**src/sv/dq_pkg.sv**
```systemverilog
`timescale 1ns / 1ps
`default_nettype none
// ----------------------------------------------------------------------------
// dq_pkg - descriptor queue shared types
// operation codes, result kinds and the beat structs passed between parts
// ----------------------------------------------------------------------------
package dq_pkg;

  localparam int ADDR_W  = 32;
  localparam int LEN_W   = 16;
  localparam int PIDX_W  = 4;
  localparam int WRAP_W  = 32;
  localparam int DRAIN_W = 5;
  localparam int BL_W    = 40;

  typedef enum logic {
    OP_ENQUEUE = 1'b0,
    OP_SERVICE = 1'b1
  } op_t;

  typedef enum logic [2:0] {
    KIND_ACCEPTED = 3'd0,
    KIND_DROPPED  = 3'd1,
    KIND_DELIVER  = 3'd2,
    KIND_OVERRUN  = 3'd3,
    KIND_EMPTY    = 3'd4
  } kind_t;

  typedef struct packed {
    op_t                 op;
    logic [ADDR_W-1:0]   addr;
    logic [LEN_W-1:0]    len;
    logic [PIDX_W-1:0]   pidx;
    logic [WRAP_W-1:0]   pwrap;
  } item_t;

  typedef struct packed {
    kind_t               kind;
    logic [ADDR_W-1:0]   addr;
    logic [LEN_W-1:0]    len;
    logic [DRAIN_W-1:0]  drained;
  } res_t;

endpackage
`default_nettype wire

```
**src/sv/dq_ram.sv**
```systemverilog
`timescale 1ns / 1ps
`default_nettype none
// ----------------------------------------------------------------------------
// dq_ram - generic single write, single read ram
// one write port, one read port with registered read data
// ----------------------------------------------------------------------------
module dq_ram #(
  parameter int WIDTH = 48,
  parameter int DEPTH = 16
) (
  input  wire logic                     clk,
  input  wire logic                     we,
  input  wire logic [$clog2(DEPTH)-1:0] waddr,
  input  wire logic [WIDTH-1:0]         wdata,
  input  wire logic                     re,
  input  wire logic [$clog2(DEPTH)-1:0] raddr,
  output logic      [WIDTH-1:0]         rdata
);

  logic [WIDTH-1:0] mem_r [DEPTH];

  always_ff @(posedge clk) begin
    if (we) begin
      mem_r[waddr] <= wdata;
    end
    if (re) begin
      rdata <= mem_r[raddr];
    end
  end

endmodule
`default_nettype wire

```
**src/sv/dq_front.sv**
```systemverilog
`timescale 1ns / 1ps
`default_nettype none
// ----------------------------------------------------------------------------
// dq_front - input side of the descriptor queue
// takes input beats, decodes the operation and holds them in a two-entry queue
// ----------------------------------------------------------------------------
module dq_front
  import dq_pkg::*;
(
  input  wire logic               clk,
  input  wire logic               rst_n,
  input  wire logic               in_valid,
  output logic                    in_ready,
  input  wire logic               in_operation,
  input  wire logic [ADDR_W-1:0]  in_buffer_address,
  input  wire logic [LEN_W-1:0]   in_data_length,
  input  wire logic [PIDX_W-1:0]  in_producer_read_index,
  input  wire logic [WRAP_W-1:0]  in_producer_wrap_count,
  output logic                    item_valid,
  output item_t                   item,
  input  wire logic               item_pop
);

  item_t       entry_r [2];
  logic        wp_r, rp_r;
  logic [1:0]  cnt_r;
  logic        push;
  item_t       in_item;

  always_comb begin
    in_item.op    = in_operation ? OP_SERVICE : OP_ENQUEUE;
    in_item.addr  = in_buffer_address;
    in_item.len   = in_data_length;
    in_item.pidx  = in_producer_read_index;
    in_item.pwrap = in_producer_wrap_count;
  end

  assign in_ready   = (cnt_r != 2'd2);
  assign push       = in_valid && in_ready;
  assign item_valid = (cnt_r != 2'd0);
  assign item       = entry_r[rp_r];

  always_ff @(posedge clk) begin
    if (push) begin
      entry_r[wp_r] <= in_item;
    end
  end

  always_ff @(posedge clk) begin
    if (!rst_n) begin
      wp_r  <= 1'b0;
      rp_r  <= 1'b0;
      cnt_r <= 2'd0;
    end else begin
      if (push) begin
        wp_r <= ~wp_r;
      end
      if (item_pop) begin
        rp_r <= ~rp_r;
      end
      case ({push, item_pop})
        2'b10:   cnt_r <= cnt_r + 2'd1;
        2'b01:   cnt_r <= cnt_r - 2'd1;
        default: cnt_r <= cnt_r;
      endcase
    end
  end

endmodule
`default_nettype wire

```
**src/sv/dq_back.sv**
```systemverilog
`timescale 1ns / 1ps
`default_nettype none
// ----------------------------------------------------------------------------
// dq_back - execution side of the descriptor queue
// owns the descriptor ram, ring pointers, host position and backlog check
// ----------------------------------------------------------------------------
module dq_back
  import dq_pkg::*;
#(
  parameter int DEPTH = 16
) (
  input  wire logic  clk,
  input  wire logic  rst_n,
  input  wire logic  item_valid,
  input  wire item_t item,
  output logic       item_pop,
  input  wire logic  slot_free,
  output logic       res_valid,
  output res_t       res
);

  localparam int PW = $clog2(DEPTH);
  localparam int CW = $clog2(DEPTH + 1);
  localparam int HW = (PW > PIDX_W) ? PW : PIDX_W;
  localparam int NW = (CW > DRAIN_W) ? CW : DRAIN_W;
  localparam int RW = ADDR_W + LEN_W;

  typedef enum logic [4:0] {
    S_IDLE   = 5'b00001,
    S_DIFF   = 5'b00010,
    S_MULT   = 5'b00100,
    S_SUB    = 5'b01000,
    S_DECIDE = 5'b10000
  } state_t;

  state_t              state_r, state_nxt;
  logic [PW-1:0]       head_r, head_nxt;
  logic [CW-1:0]       occ_r, occ_nxt;
  logic [HW-1:0]       hidx_r, hidx_nxt;
  logic [WRAP_W-1:0]   hwrap_r, hwrap_nxt;
  logic [PIDX_W-1:0]   pidx_r;
  logic [WRAP_W-1:0]   pwrap_r;
  logic [WRAP_W-1:0]   d_r;
  logic [BL_W-1:0]     prod_r;
  logic                neg_r;
  logic [BL_W-1:0]     backlog_r;

  logic                go;
  logic                ram_we, ram_re;
  logic [PW-1:0]       ram_waddr;
  logic [RW-1:0]       ram_rdata;
  logic [PW:0]         tail_sum, drain_sum;
  logic [PW-1:0]       head_inc;
  logic [BL_W-1:0]     pos;
  logic [CW-1:0]       space;
  logic                overrun;
  logic [BL_W-1:0]     excess;
  logic [CW-1:0]       n_drain;
  logic [NW-1:0]       n_ext;
  logic [HW:0]         adv;

  dq_ram #(
    .WIDTH (RW),
    .DEPTH (DEPTH)
  ) u_ram (
    .clk   (clk),
    .we    (ram_we),
    .waddr (ram_waddr),
    .wdata ({item.addr, item.len}),
    .re    (ram_re),
    .raddr (head_r),
    .rdata (ram_rdata)
  );

  assign go       = (state_r == S_IDLE) && item_valid && slot_free;
  assign item_pop = go;
  assign head_inc = (head_r == PW'(DEPTH - 1)) ? '0 : head_r + PW'(1);

  // tail slot: head + occupancy folded once into the ring
  always_comb begin
    tail_sum = (PW+1)'(head_r) + (PW+1)'(occ_r);
    if (tail_sum >= (PW+1)'(DEPTH)) begin
      tail_sum = tail_sum - (PW+1)'(DEPTH);
    end
  end
  assign ram_waddr = tail_sum[PW-1:0];

  assign ram_we = go && (item.op == OP_ENQUEUE) && (occ_r != CW'(DEPTH));
  assign ram_re = go && (item.op == OP_SERVICE) && (occ_r != '0);

  // backlog arithmetic, one step per state
  assign pos = prod_r + BL_W'(pidx_r);

  assign space   = CW'(DEPTH) - occ_r;
  assign overrun = (backlog_r > BL_W'(space));
  assign excess  = backlog_r - BL_W'(space);
  assign n_drain = (excess < BL_W'(occ_r)) ? excess[CW-1:0] : occ_r;
  assign n_ext   = NW'(n_drain);

  always_comb begin
    drain_sum = (PW+1)'(head_r) + (PW+1)'(n_drain);
    if (drain_sum >= (PW+1)'(DEPTH)) begin
      drain_sum = drain_sum - (PW+1)'(DEPTH);
    end
  end

  // host index advance: a copied producer index may sit above the ring size
  always_comb begin
    adv = (HW+1)'(hidx_r) + (HW+1)'(1);
    for (int i = 0; i < 8; i++) begin
      if (adv >= (HW+1)'(DEPTH)) begin
        adv = adv - (HW+1)'(DEPTH);
      end
    end
  end

  always_comb begin
    state_nxt = state_r;
    head_nxt  = head_r;
    occ_nxt   = occ_r;
    hidx_nxt  = hidx_r;
    hwrap_nxt = hwrap_r;
    res_valid = 1'b0;
    res.kind    = KIND_ACCEPTED;
    res.addr    = '0;
    res.len     = '0;
    res.drained = '0;
    case (state_r)
      S_IDLE: begin
        if (go) begin
          if (item.op == OP_ENQUEUE) begin
            res_valid = 1'b1;
            if (occ_r == CW'(DEPTH)) begin
              res.kind = KIND_DROPPED;
            end else begin
              res.kind = KIND_ACCEPTED;
              occ_nxt  = occ_r + CW'(1);
            end
          end else if (occ_r == '0) begin
            res_valid = 1'b1;
            res.kind  = KIND_EMPTY;
          end else begin
            head_nxt  = head_inc;
            occ_nxt   = occ_r - CW'(1);
            state_nxt = S_DIFF;
          end
        end
      end
      S_DIFF: begin
        state_nxt = S_MULT;
      end
      S_MULT: begin
        state_nxt = S_SUB;
      end
      S_SUB: begin
        state_nxt = S_DECIDE;
      end
      S_DECIDE: begin
        res_valid = 1'b1;
        state_nxt = S_IDLE;
        if (overrun) begin
          res.kind    = KIND_OVERRUN;
          res.drained = n_ext[DRAIN_W-1:0];
          head_nxt    = drain_sum[PW-1:0];
          occ_nxt     = occ_r - n_drain;
          hidx_nxt    = HW'(pidx_r);
          hwrap_nxt   = pwrap_r;
        end else begin
          res.kind = KIND_DELIVER;
          res.addr = ram_rdata[RW-1 -: ADDR_W];
          res.len  = ram_rdata[LEN_W-1:0];
          hidx_nxt = adv[HW-1:0];
          if (adv[HW-1:0] < hidx_r) begin
            hwrap_nxt = hwrap_r + WRAP_W'(1);
          end
        end
      end
      default: begin
        state_nxt = S_IDLE;
      end
    endcase
  end

  // datapath registers of the backlog chain
  always_ff @(posedge clk) begin
    if (ram_re) begin
      pidx_r  <= item.pidx;
      pwrap_r <= item.pwrap;
    end
    if (state_r == S_DIFF) begin
      d_r <= pwrap_r - hwrap_r;
    end
    if (state_r == S_MULT) begin
      neg_r <= d_r[WRAP_W-1];
      // d below 2^31 and DEPTH at most 256 keep the product under 2^39
      prod_r <= (d_r == '0 || d_r[WRAP_W-1]) ? '0 : BL_W'(d_r) * BL_W'(DEPTH);
    end
    if (state_r == S_SUB) begin
      if (neg_r || pos <= BL_W'(hidx_r)) begin
        backlog_r <= '0;
      end else begin
        backlog_r <= pos - BL_W'(hidx_r);
      end
    end
  end

  always_ff @(posedge clk) begin
    if (!rst_n) begin
      state_r <= S_IDLE;
      head_r  <= '0;
      occ_r   <= '0;
      hidx_r  <= '0;
      hwrap_r <= '0;
    end else begin
      state_r <= state_nxt;
      head_r  <= head_nxt;
      occ_r   <= occ_nxt;
      hidx_r  <= hidx_nxt;
      hwrap_r <= hwrap_nxt;
    end
  end

  a_occ_bound: assert property (@(posedge clk) disable iff (!rst_n)
    occ_r <= CW'(DEPTH))
    else $error("occupancy above ring size");

  a_head_bound: assert property (@(posedge clk) disable iff (!rst_n)
    head_r <= PW'(DEPTH - 1))
    else $error("head pointer outside ring");

  a_res_slot: assert property (@(posedge clk) disable iff (!rst_n)
    res_valid |-> slot_free)
    else $error("result raised while output slot is occupied");

  a_busy_no_pop: assert property (@(posedge clk) disable iff (!rst_n)
    (state_r != S_IDLE) |-> !item_pop)
    else $error("queue popped during a service computation");

  a_occ_step: assert property (@(posedge clk) disable iff (!rst_n)
    (state_r == S_IDLE) |=> (occ_r == $past(occ_r) || occ_r == $past(occ_r) + CW'(1)
      || occ_r == $past(occ_r) - CW'(1)))
    else $error("occupancy moved by more than one outside a flush");

endmodule
`default_nettype wire

```
**src/sv/descriptor_queue_with_overrun_flush.sv**
```systemverilog
`timescale 1ns / 1ps
`default_nettype none
// ----------------------------------------------------------------------------
// descriptor_queue_with_overrun_flush - descriptor fifo with overrun flush
// stores buffer descriptors, serves them to a consumer and flushes the
// backlog when the producer has run ahead of the free space
// ----------------------------------------------------------------------------
//
//  channel  | handshake            | payload
//  ---------+----------------------+-------------------------------------------
//  input    | in_valid / in_ready  | operation, address, length, prod. index/wraps
//  result   | out_valid/out_ready  | result kind, address, length, drained count
//
//  enqueue beats and services on an empty queue are answered from the idle state
//  a service that pops steps through ram read, wrap difference,
//  multiply by ring size, backlog subtract, overrun compare and update
//  a two-entry input queue takes beats until it is full while the back end works or
//  while a result waits in the output register
//  synchronous active-low reset clears pointers, occupancy and host position;
//  descriptor storage is not cleared, every slot is written before it is read
//
module descriptor_queue_with_overrun_flush
  import dq_pkg::*;
#(
  parameter int DEPTH = 16
) (
  input  wire logic               clk,
  input  wire logic               rst_n,
  input  wire logic               in_valid,
  output logic                    in_ready,
  input  wire logic               in_operation,
  input  wire logic [ADDR_W-1:0]  in_buffer_address,
  input  wire logic [LEN_W-1:0]   in_data_length,
  input  wire logic [PIDX_W-1:0]  in_producer_read_index,
  input  wire logic [WRAP_W-1:0]  in_producer_wrap_count,
  output logic                    out_valid,
  input  wire logic               out_ready,
  output logic [2:0]              out_result_kind,
  output logic [ADDR_W-1:0]       out_address,
  output logic [LEN_W-1:0]        out_length,
  output logic [DRAIN_W-1:0]      out_drained_count
);

  item_t  item;
  logic   item_valid;
  logic   item_pop;
  logic   slot_free;
  logic   res_valid;
  res_t   res;
  logic   out_valid_r;
  res_t   out_r;

  // front: accept and decode input beats
  dq_front u_front (
    .clk                    (clk),
    .rst_n                  (rst_n),
    .in_valid               (in_valid),
    .in_ready               (in_ready),
    .in_operation           (in_operation),
    .in_buffer_address      (in_buffer_address),
    .in_data_length         (in_data_length),
    .in_producer_read_index (in_producer_read_index),
    .in_producer_wrap_count (in_producer_wrap_count),
    .item_valid             (item_valid),
    .item                   (item),
    .item_pop               (item_pop)
  );

  // back: ring storage, backlog check and host position
  dq_back #(
    .DEPTH (DEPTH)
  ) u_back (
    .clk        (clk),
    .rst_n      (rst_n),
    .item_valid (item_valid),
    .item       (item),
    .item_pop   (item_pop),
    .slot_free  (slot_free),
    .res_valid  (res_valid),
    .res        (res)
  );

  // output register: free when empty or being taken this cycle
  assign slot_free = !out_valid_r || out_ready;

  always_ff @(posedge clk) begin
    if (res_valid) begin
      out_r <= res;
    end
  end

  always_ff @(posedge clk) begin
    if (!rst_n) begin
      out_valid_r <= 1'b0;
    end else if (res_valid) begin
      out_valid_r <= 1'b1;
    end else if (out_ready) begin
      out_valid_r <= 1'b0;
    end
  end

  assign out_valid         = out_valid_r;
  assign out_result_kind   = out_r.kind;
  assign out_address       = out_r.addr;
  assign out_length        = out_r.len;
  assign out_drained_count = out_r.drained;

endmodule
`default_nettype wire

```
**config.mk**
```make
export PLATFORM = sky130hd
export DESIGN_NAME = descriptor_queue_with_overrun_flush
export DESIGN_NICKNAME = d
export VERILOG_FILES = /design/src/sv/dq_pkg.sv /design/src/sv/dq_ram.sv /design/src/sv/dq_front.sv /design/src/sv/dq_back.sv /design/src/sv/descriptor_queue_with_overrun_flush.sv
export SDC_FILE = /design/constraint.sdc
export NUM_CORES = 1
export LEC_CHECK = 0
export ABC_CLOCK_PERIOD_IN_PS = 10220
export BUFFER_PORTS_ARGS = -buffer_cell sky130_fd_sc_hd__buf_2
export CORE_UTILIZATION = 45
export CTS_CLUSTER_SIZE = 12
export DETAILED_ROUTE_END_ITERATION = 12
export PLACE_DENSITY = 0.6
export SYNTH_ARGS = -nofsm -noshare
export SYNTH_HDL_FRONTEND = slang
export SYNTH_SLANG_ARGS = --single-unit
```
**constraint.sdc**
```tcl
create_clock -name clk -period 10.22 [get_ports clk]
set_input_delay 0 -clock clk [delete_from_list [all_inputs] [get_ports clk]]
set_output_delay 0 -clock clk [all_outputs]
set_load 0.01 [all_outputs]
```
Yosys cells after proc, flatten, opt, wreduce, memory -nomap -nowiden --
Memory sizes are Yosys's and may differ from the RTL's. A register that Yosys moved wholly into a read port is not among the register bits. Index checks and enable logic that the tools add are counted. W data, S select, Z words.
Operators by class: $add $sub $neg 25, magnitude comparators 14, equal/unequal tests 17, multiplexer cells 50, bitwise operators 4, reductions and logical operators 25
Operators with widths (number):
- $mux W5 | 16
- $mux W32 | 2
- $ge A5 B5 Y1 const B | 10
- $add A40 B4 Y40 | 1
- $gt A40 B5 Y1 | 1
- $le A40 B4 Y1 | 1
- $lt A40 B5 Y1 | 1
- $sub A40 B4 Y40 | 1
- $sub A40 B5 Y40 | 1
- $mux W4 | 9
- $sub A5 B5 Y5 const B | 7
- $add A32 B1 Y32 const B | 1
- $logic_not A32 Y1 | 1
- $sub A32 B32 Y32 | 1
- $pmux W5 S4 | 1
- $mux W1 | 14
- $sub A4 B1 Y4 const B | 3
- $add A4 B5 Y5 | 2
- $eq A5 B5 Y1 const B | 2
- $pmux W5 S2 | 1
- $reduce_and A5 Y1 | 2
- $reduce_bool A2 Y1 | 5
- $mux W3 | 3
- $pmux W4 S2 | 1
- 33 further kinds | 48
Word-level totals: flip-flop bits (word level) 260, RAM bits 938, input bits 89, logic and storage cells 157, memories 2
Memory list:
- u_back.u_ram.mem_r | words 16, bits a word 48, rd ports 1, clocked after memory_dff 1, wr ports 1, RTL line dq_ram.sv:20 | logic [WIDTH-1:0] mem_r [DEPTH];
- u_front.entry_r | words 2, bits a word 85, rd ports 1, clocked after memory_dff 1, wr ports 1, RTL line dq_front.sv:24 | item_t entry_r [2];

Longest topological paths before layout --
depth in word-level cells 20, depth in mapped cells 26, gate-level depth less buffers 25

Modules after synthesis --
A second synthesis with hierarchy kept.
Second synthesis, totals: cells, all modules 2806, area, all modules 49877.8 µm²
Modules (own cells, without submodules):
- dq_ram | instances 1, cells an instance 1242, area each 30175.2 µm²
- dq_back | instances 1, cells an instance 1217, area each 11622.4 µm²
- dq_front | instances 1, cells an instance 287, area each 6349.8 µm²
- descriptor_queue_with_overrun_flush | instances 1, cells an instance 60, area each 1730.4 µm²

Least setup slack after synthesis --
Ideal clock, no wire load.
path kind reg-to-reg, start point register u_back.state_r[2], end point register u_back.head_r[3], data arrival time 8739 ps, required time 10085 ps, path slack 1346 ps, stages on the path, launching flop included 9, buffers on the path 0, cell sequence dfxtp_1 nor3_1 nand3b_1 nor3_1 nor3b_1 nand2b_1 o211ai_1 o311ai_2 o31ai_2
On the way: word-level cells in the longest chain between the ends 5, elaborated cells between the ends (all ways) 11, those cells by class eq/ne: 6; mux: 1; reduce/logical: 4
Ends and longest elaborated chain:
- start: declaration | RTL line dq_back.sv:36 | state_t state_r, state_nxt;
- start signal: assignment | RTL line dq_back.sv:215 | state_r <= state_nxt;
- $eq A5 B1 Y1 | RTL line dq_back.sv:75 | assign go = (state_r == S_IDLE) && item_valid && slot_free;
- $logic_and A1 B1 Y1 (2 in a row) | RTL line dq_back.sv:75
- net item_pop | RTL line descriptor_queue_with_overrun_flush.sv:46 | logic item_pop;
- $ne A2 B1 Y1 (no line)
- $reduce_and A5 Y1 (no line)
- end signal: assignment | RTL line dq_back.sv:216 | head_r <= head_nxt;
- end: declaration | RTL line dq_back.sv:37 | logic [PW-1:0] head_r, head_nxt;
The timed path passes the listed nets, and every way through them passes these cells. A chain may end at the register's enable or synchronous reset.

Worst setup path after layout --
start point register u_back.occ_r[1], end point register u_back.occ_r[4]
On the way: word-level cells in the longest chain between the ends 7, elaborated cells between the ends (all ways) 20, those cells by class add/sub: 5; order compare: 2; eq/ne: 4; mux: 7; reduce/logical: 2
Ends and longest elaborated chain:
- start: declaration | RTL line dq_back.sv:38 | logic [CW-1:0] occ_r, occ_nxt;
- start signal: assignment | RTL line dq_back.sv:217 | occ_r <= occ_nxt;
- $sub A5 B5 Y5 | RTL line dq_back.sv:94 | assign space = CW'(DEPTH) - occ_r;
- $sub A40 B5 Y40 | RTL line dq_back.sv:96 | assign excess = backlog_r - BL_W'(space);
- $lt A40 B5 Y1 | RTL line dq_back.sv:97 | assign n_drain = (excess < BL_W'(occ_r)) ? excess[CW-1:0] : occ_r;
- $mux W5 | RTL line dq_back.sv:97
- $sub A5 B5 Y5 | RTL line dq_back.sv:165 | occ_nxt = occ_r - n_drain;
- $mux W5 | RTL line dq_back.sv:161 | if (overrun) begin
- $pmux W5 S2 | RTL line dq_back.sv:128 | case (state_r)
Parallel ways exist; a longest one is shown, timed or not. The select of a mux whose other input is x is not followed.

==> out/metrics.cfg <==
[placed_design]
dp_cells=4251
place_congestion=0.844
dp_hpwl_mm=61.1
placed_area_um2=52400
io_buffers=146

[yosys]
synth-warning-count=0
yosys.area.top_type=edfxtp_1
synth.most_common_cell=edfxtp_1
synth-compound-area-share_pct=3.41
synthCells=2705
synth_cell_types=75
synthMuxAreaShare_pct=12.9
synthXorXnorAreaFrac_pct=1.35
async_reset_ff_share_pct=0
synth.area.top_cells=edfxtp_1 (71%), mux4_2 (11%), dfxtp_1 (2.3%), mux2_2 (1.9%), ha_1 (1.6%)
synth_edf_count=1183
synth-main-ff-cell=edfxtp_1
synth_commonest_cells=edfxtp_1 (1183), mux4_2 (240), nor2_1 (157)
ys_seq_area_share_pct=73.6
synth-adder-area-share_pct=1.82
synth-seq-cells=1239
syn_avg_cell_area_um2=18.4
synth_top_family_by_area=multiplexers
synth-simple-area-share_pct=5.59
synth_top_area_share_pct=71.3
synth_area_um2=49800

[global_routing]
grt-ovfl-total=0
antenna_found_initial=4
grt_pass1_wl_mm=172
grt_pass1_vias=27700
gr-usage-all-layers_pct=20.7
grt_max_degree=109

[critical_path]
required_ns=10.80
path_max_fanout=14
r2r-start=u_back.occ_r[1]$_SDFFE_PN0P_
start_kind=register
reg2regPathDepth=24
reg2reg_slack_ns=4.20
r2r-end=u_back.occ_r[4]$_SDFFE_PN0P_
end_kind=register
critical_path_class=register to register
cp.arrival_ns=6.60

[die]
ioPinCount=147
core-area_um2=109000
fp.dieW_um=335
die_h_um=335
fp.dieArea_um2=112000
placementRows=121
start_util_pct=45.6

[layout]
fin_cells=4636
syn_to_final_growth_pct=16.4
fin_nets=3228
n_fill_cell=8727
drive_gt1_share_pct=22.7
diodes=0
design_area_um2=58000

[sta]
period_share_pct=58.9
tightest_slew_ns=1.23
final-hold-violation-count=0
max_freq_ghz=0.166
fin_skew_ns=0.0395
slew_violations=0
setup_viol=0
rsz0062_at_grt=false
fin_crit_ns=6.02
slew-limit-headroom_pct=18.3
tns_ns=0
fin_hold_ws_ns=0.0444

[outcome]
status=finished clean

[pwr]
p_sw_mw=3.41
seq_power_share_pct=50.2
power.share.clock_pct=33.4
internal-power_mw=9.88
p_comb_share_pct=16.4
p_sw_share_pct=25.7
power.leakage_nw=18.6
vdd_drop_max_v=0.000165
p_per_area_nw_per_um2=229

[min_path]
worstHoldStart=in_buffer_address[20]
worst_hold_path.num_cells=2
hold_class=input pin to register
min_to=u_front.entry_r[1][72]$_DFFE_PP_

[clocking]
clock-root-buffer=clkbuf_16
cts_num_sinks=1239
postCtsSetupRepairBufs=0
cts_made_buffers=135
clkTransAtPathRegs_ns=0.06
clk_latency_ns=0.72
clockBufferDepth=3
cts_htree_levels=4
cts_tree=built

[routing]
drt_first_pass_iters=5
drc=0
ant_nets=0
routed_wl_mm=114
vias=26300
vias_per_cell=5.68
drtIter0Drc=2305
routedWlPerCell_um=24.6

[run]
drv_cap=0

-- power groups by stage --
stage	logic, mW	registers (mW)	clock network (mW)
floorplan	1.42	6.73	0
global placement	2.10	6.76	0
detailed placement	2.16	6.78	0
CTS	2.22	6.68	4.54
global route	2.38	6.72	4.74
finish	2.18	6.67	4.44
-- through the flow --
stage / setup WS, ns / util [%] / power (mW)
after global placement: 4.48 / 47.9 / 8.86
after global routing: 3.82 / 53.0 / 13.8
after floorplan: 1.35 / - / 8.15
after CTS: 4.29 / 53.0 / 13.4
after detailed placement: 4.32 / 47.9 / 8.94
final: 4.20 / 53.0 / 13.3
-- what timing repair did --
| action | in CTS | in global routing |
|---|---|---|
| gates resized for setup | 0 | 0 |
| hold endpoints to repair | 191 | 0 |
| hold buffers | 158 | 0 |
-- layer usage --
| layer | part of all wire [%] | vias up | global-route usage, % |
|---|---|---|---|
| met3 | 5.1 | 174 | 3.16 |
| met1 | 43 | 13800 | 28.1 |
| met4 | 2.1 | 0 | 6.13 |
| li1 | - | 11600 | - |
| met5 | 0 | - | 0 |
| met2 | 49 | 749 | 34.6 |
-- cell type report --
class / instances / area [µm²] / area share (%)
Clock inverter: 47 / 273 / 0.470
Multi-Input combinational cell: 1291 / 12700 / 21.8
Inverter: 62 / 233 / 0.401
Tap cell: 1476 / 1850 / 3.18
Sequential cell: 1239 / 36700 / 63.2
Timing Repair Buffer: 341 / 2600 / 4.49
Clock buffer: 180 / 3720 / 6.41
-- cells by family (layout without fill, tap and decap cells) --
family	count (synthesis)	count (layout)
other	1	3
AO/OA/AOI/OAI	269	269
multiplexers	330	330
buffers and inverters	177	630
adder cells (fa/ha/maj)	69	69
XOR/XNOR	77	77
flip-flops	1239	1239
AND/OR/NAND/NOR	543	543
-- worst max-delay path by stage --
stage	from	end	slack, ns	cells past startpoint
2_1_floorplan	u_back.state_r[2]$_SDFFE_PN0P_	u_back.head_r[3]$_SDFFE_PN0P_	1.35	8
3_3_place_gp	u_back.occ_r[1]$_SDFFE_PN0P_	u_back.occ_r[4]$_SDFFE_PN0P_	4.48	23
3_5_place_dp	u_back.occ_r[1]$_SDFFE_PN0P_	u_back.occ_r[4]$_SDFFE_PN0P_	4.32	25
4_1_cts	u_back.occ_r[1]$_SDFFE_PN0P_	u_back.occ_r[4]$_SDFFE_PN0P_	4.29	25
5_1_grt	u_back.occ_r[1]$_SDFFE_PN0P_	u_back.occ_r[4]$_SDFFE_PN0P_	3.82	25
6_report	u_back.occ_r[1]$_SDFFE_PN0P_	u_back.occ_r[4]$_SDFFE_PN0P_	4.20	24
-- sequential cells by signal, indices dropped and copies added (netlist names), 2 cells and up, named ones only --
signal              flops
u_back.hwrap_r         32
u_back.backlog_r       40
out_drained_count       5
u_back.hidx_r           4
u_back.head_r           4
out_result_kind         3
u_back.state_r          5
u_back.u_ram.rdata     48
u_front.cnt_r           2
u_back.occ_r            5
u_back.u_ram.mem_r    768
out_address            32
u_back.prod_r          32
out_length             16
u_back.d_r             32
u_back.pwrap_r         32
u_back.pidx_r           4
u_front.entry_r       170
-- cells in the final DEF, fill, tap and decap left out, types with 5 or more instances in the layout --
cell and n:
ha_1 63, and3_1 62, or2_2 5, nand4_1 12
a31oi_1 7, o31ai_1 8, nor3_1 41, nor2_1 139
dfxtp_1 51, mux2_2 86, or3_1 13, a21oi_1 94
clkbuf_1 36, o21ai_0 64, clkbuf_16 142, xnor2_1 54
xor2_1 23, and2_1 40, nor4_1 33, mux4_2 240
o21a_1 9, nand2b_1 14, or4_1 8, nor2b_1 19
nor2_4 17, inv_1 60, buf_4 36, a211oi_1 10
nand3_1 40, nand3b_1 7, dlygate4sd3_1 158, buf_2 146
edfxtp_1 1183, o22ai_1 5, a21o_1 19, fa_1 6
clkinv_1 29, clkinv_2 10, nand2_1 75
-- worst max-delay path: stages (launching register included) --
cell       delay [ns]
dfxtp_1          0.47
inv_1            0.16
ha_1             0.24
and3_1           0.21
ha_1             0.29
ha_1             0.39
o21a_1           0.15
o31a_1           0.22
a21oi_1          0.10
ha_1             0.33
o2111ai_1        0.13
and4_1           0.22
nand4_1          0.14
nor4b_4          0.77
nor2_1           0.09
a21oi_1          0.28
nand2_1          0.10
ha_1             0.24
fa_1             0.39
nor2b_1          0.18
o21ai_0          0.15
nand2b_1         0.16
nor4_1           0.08
a311oi_1         0.28
nand3_1          0.12
(Power assumes the default switching activity.)
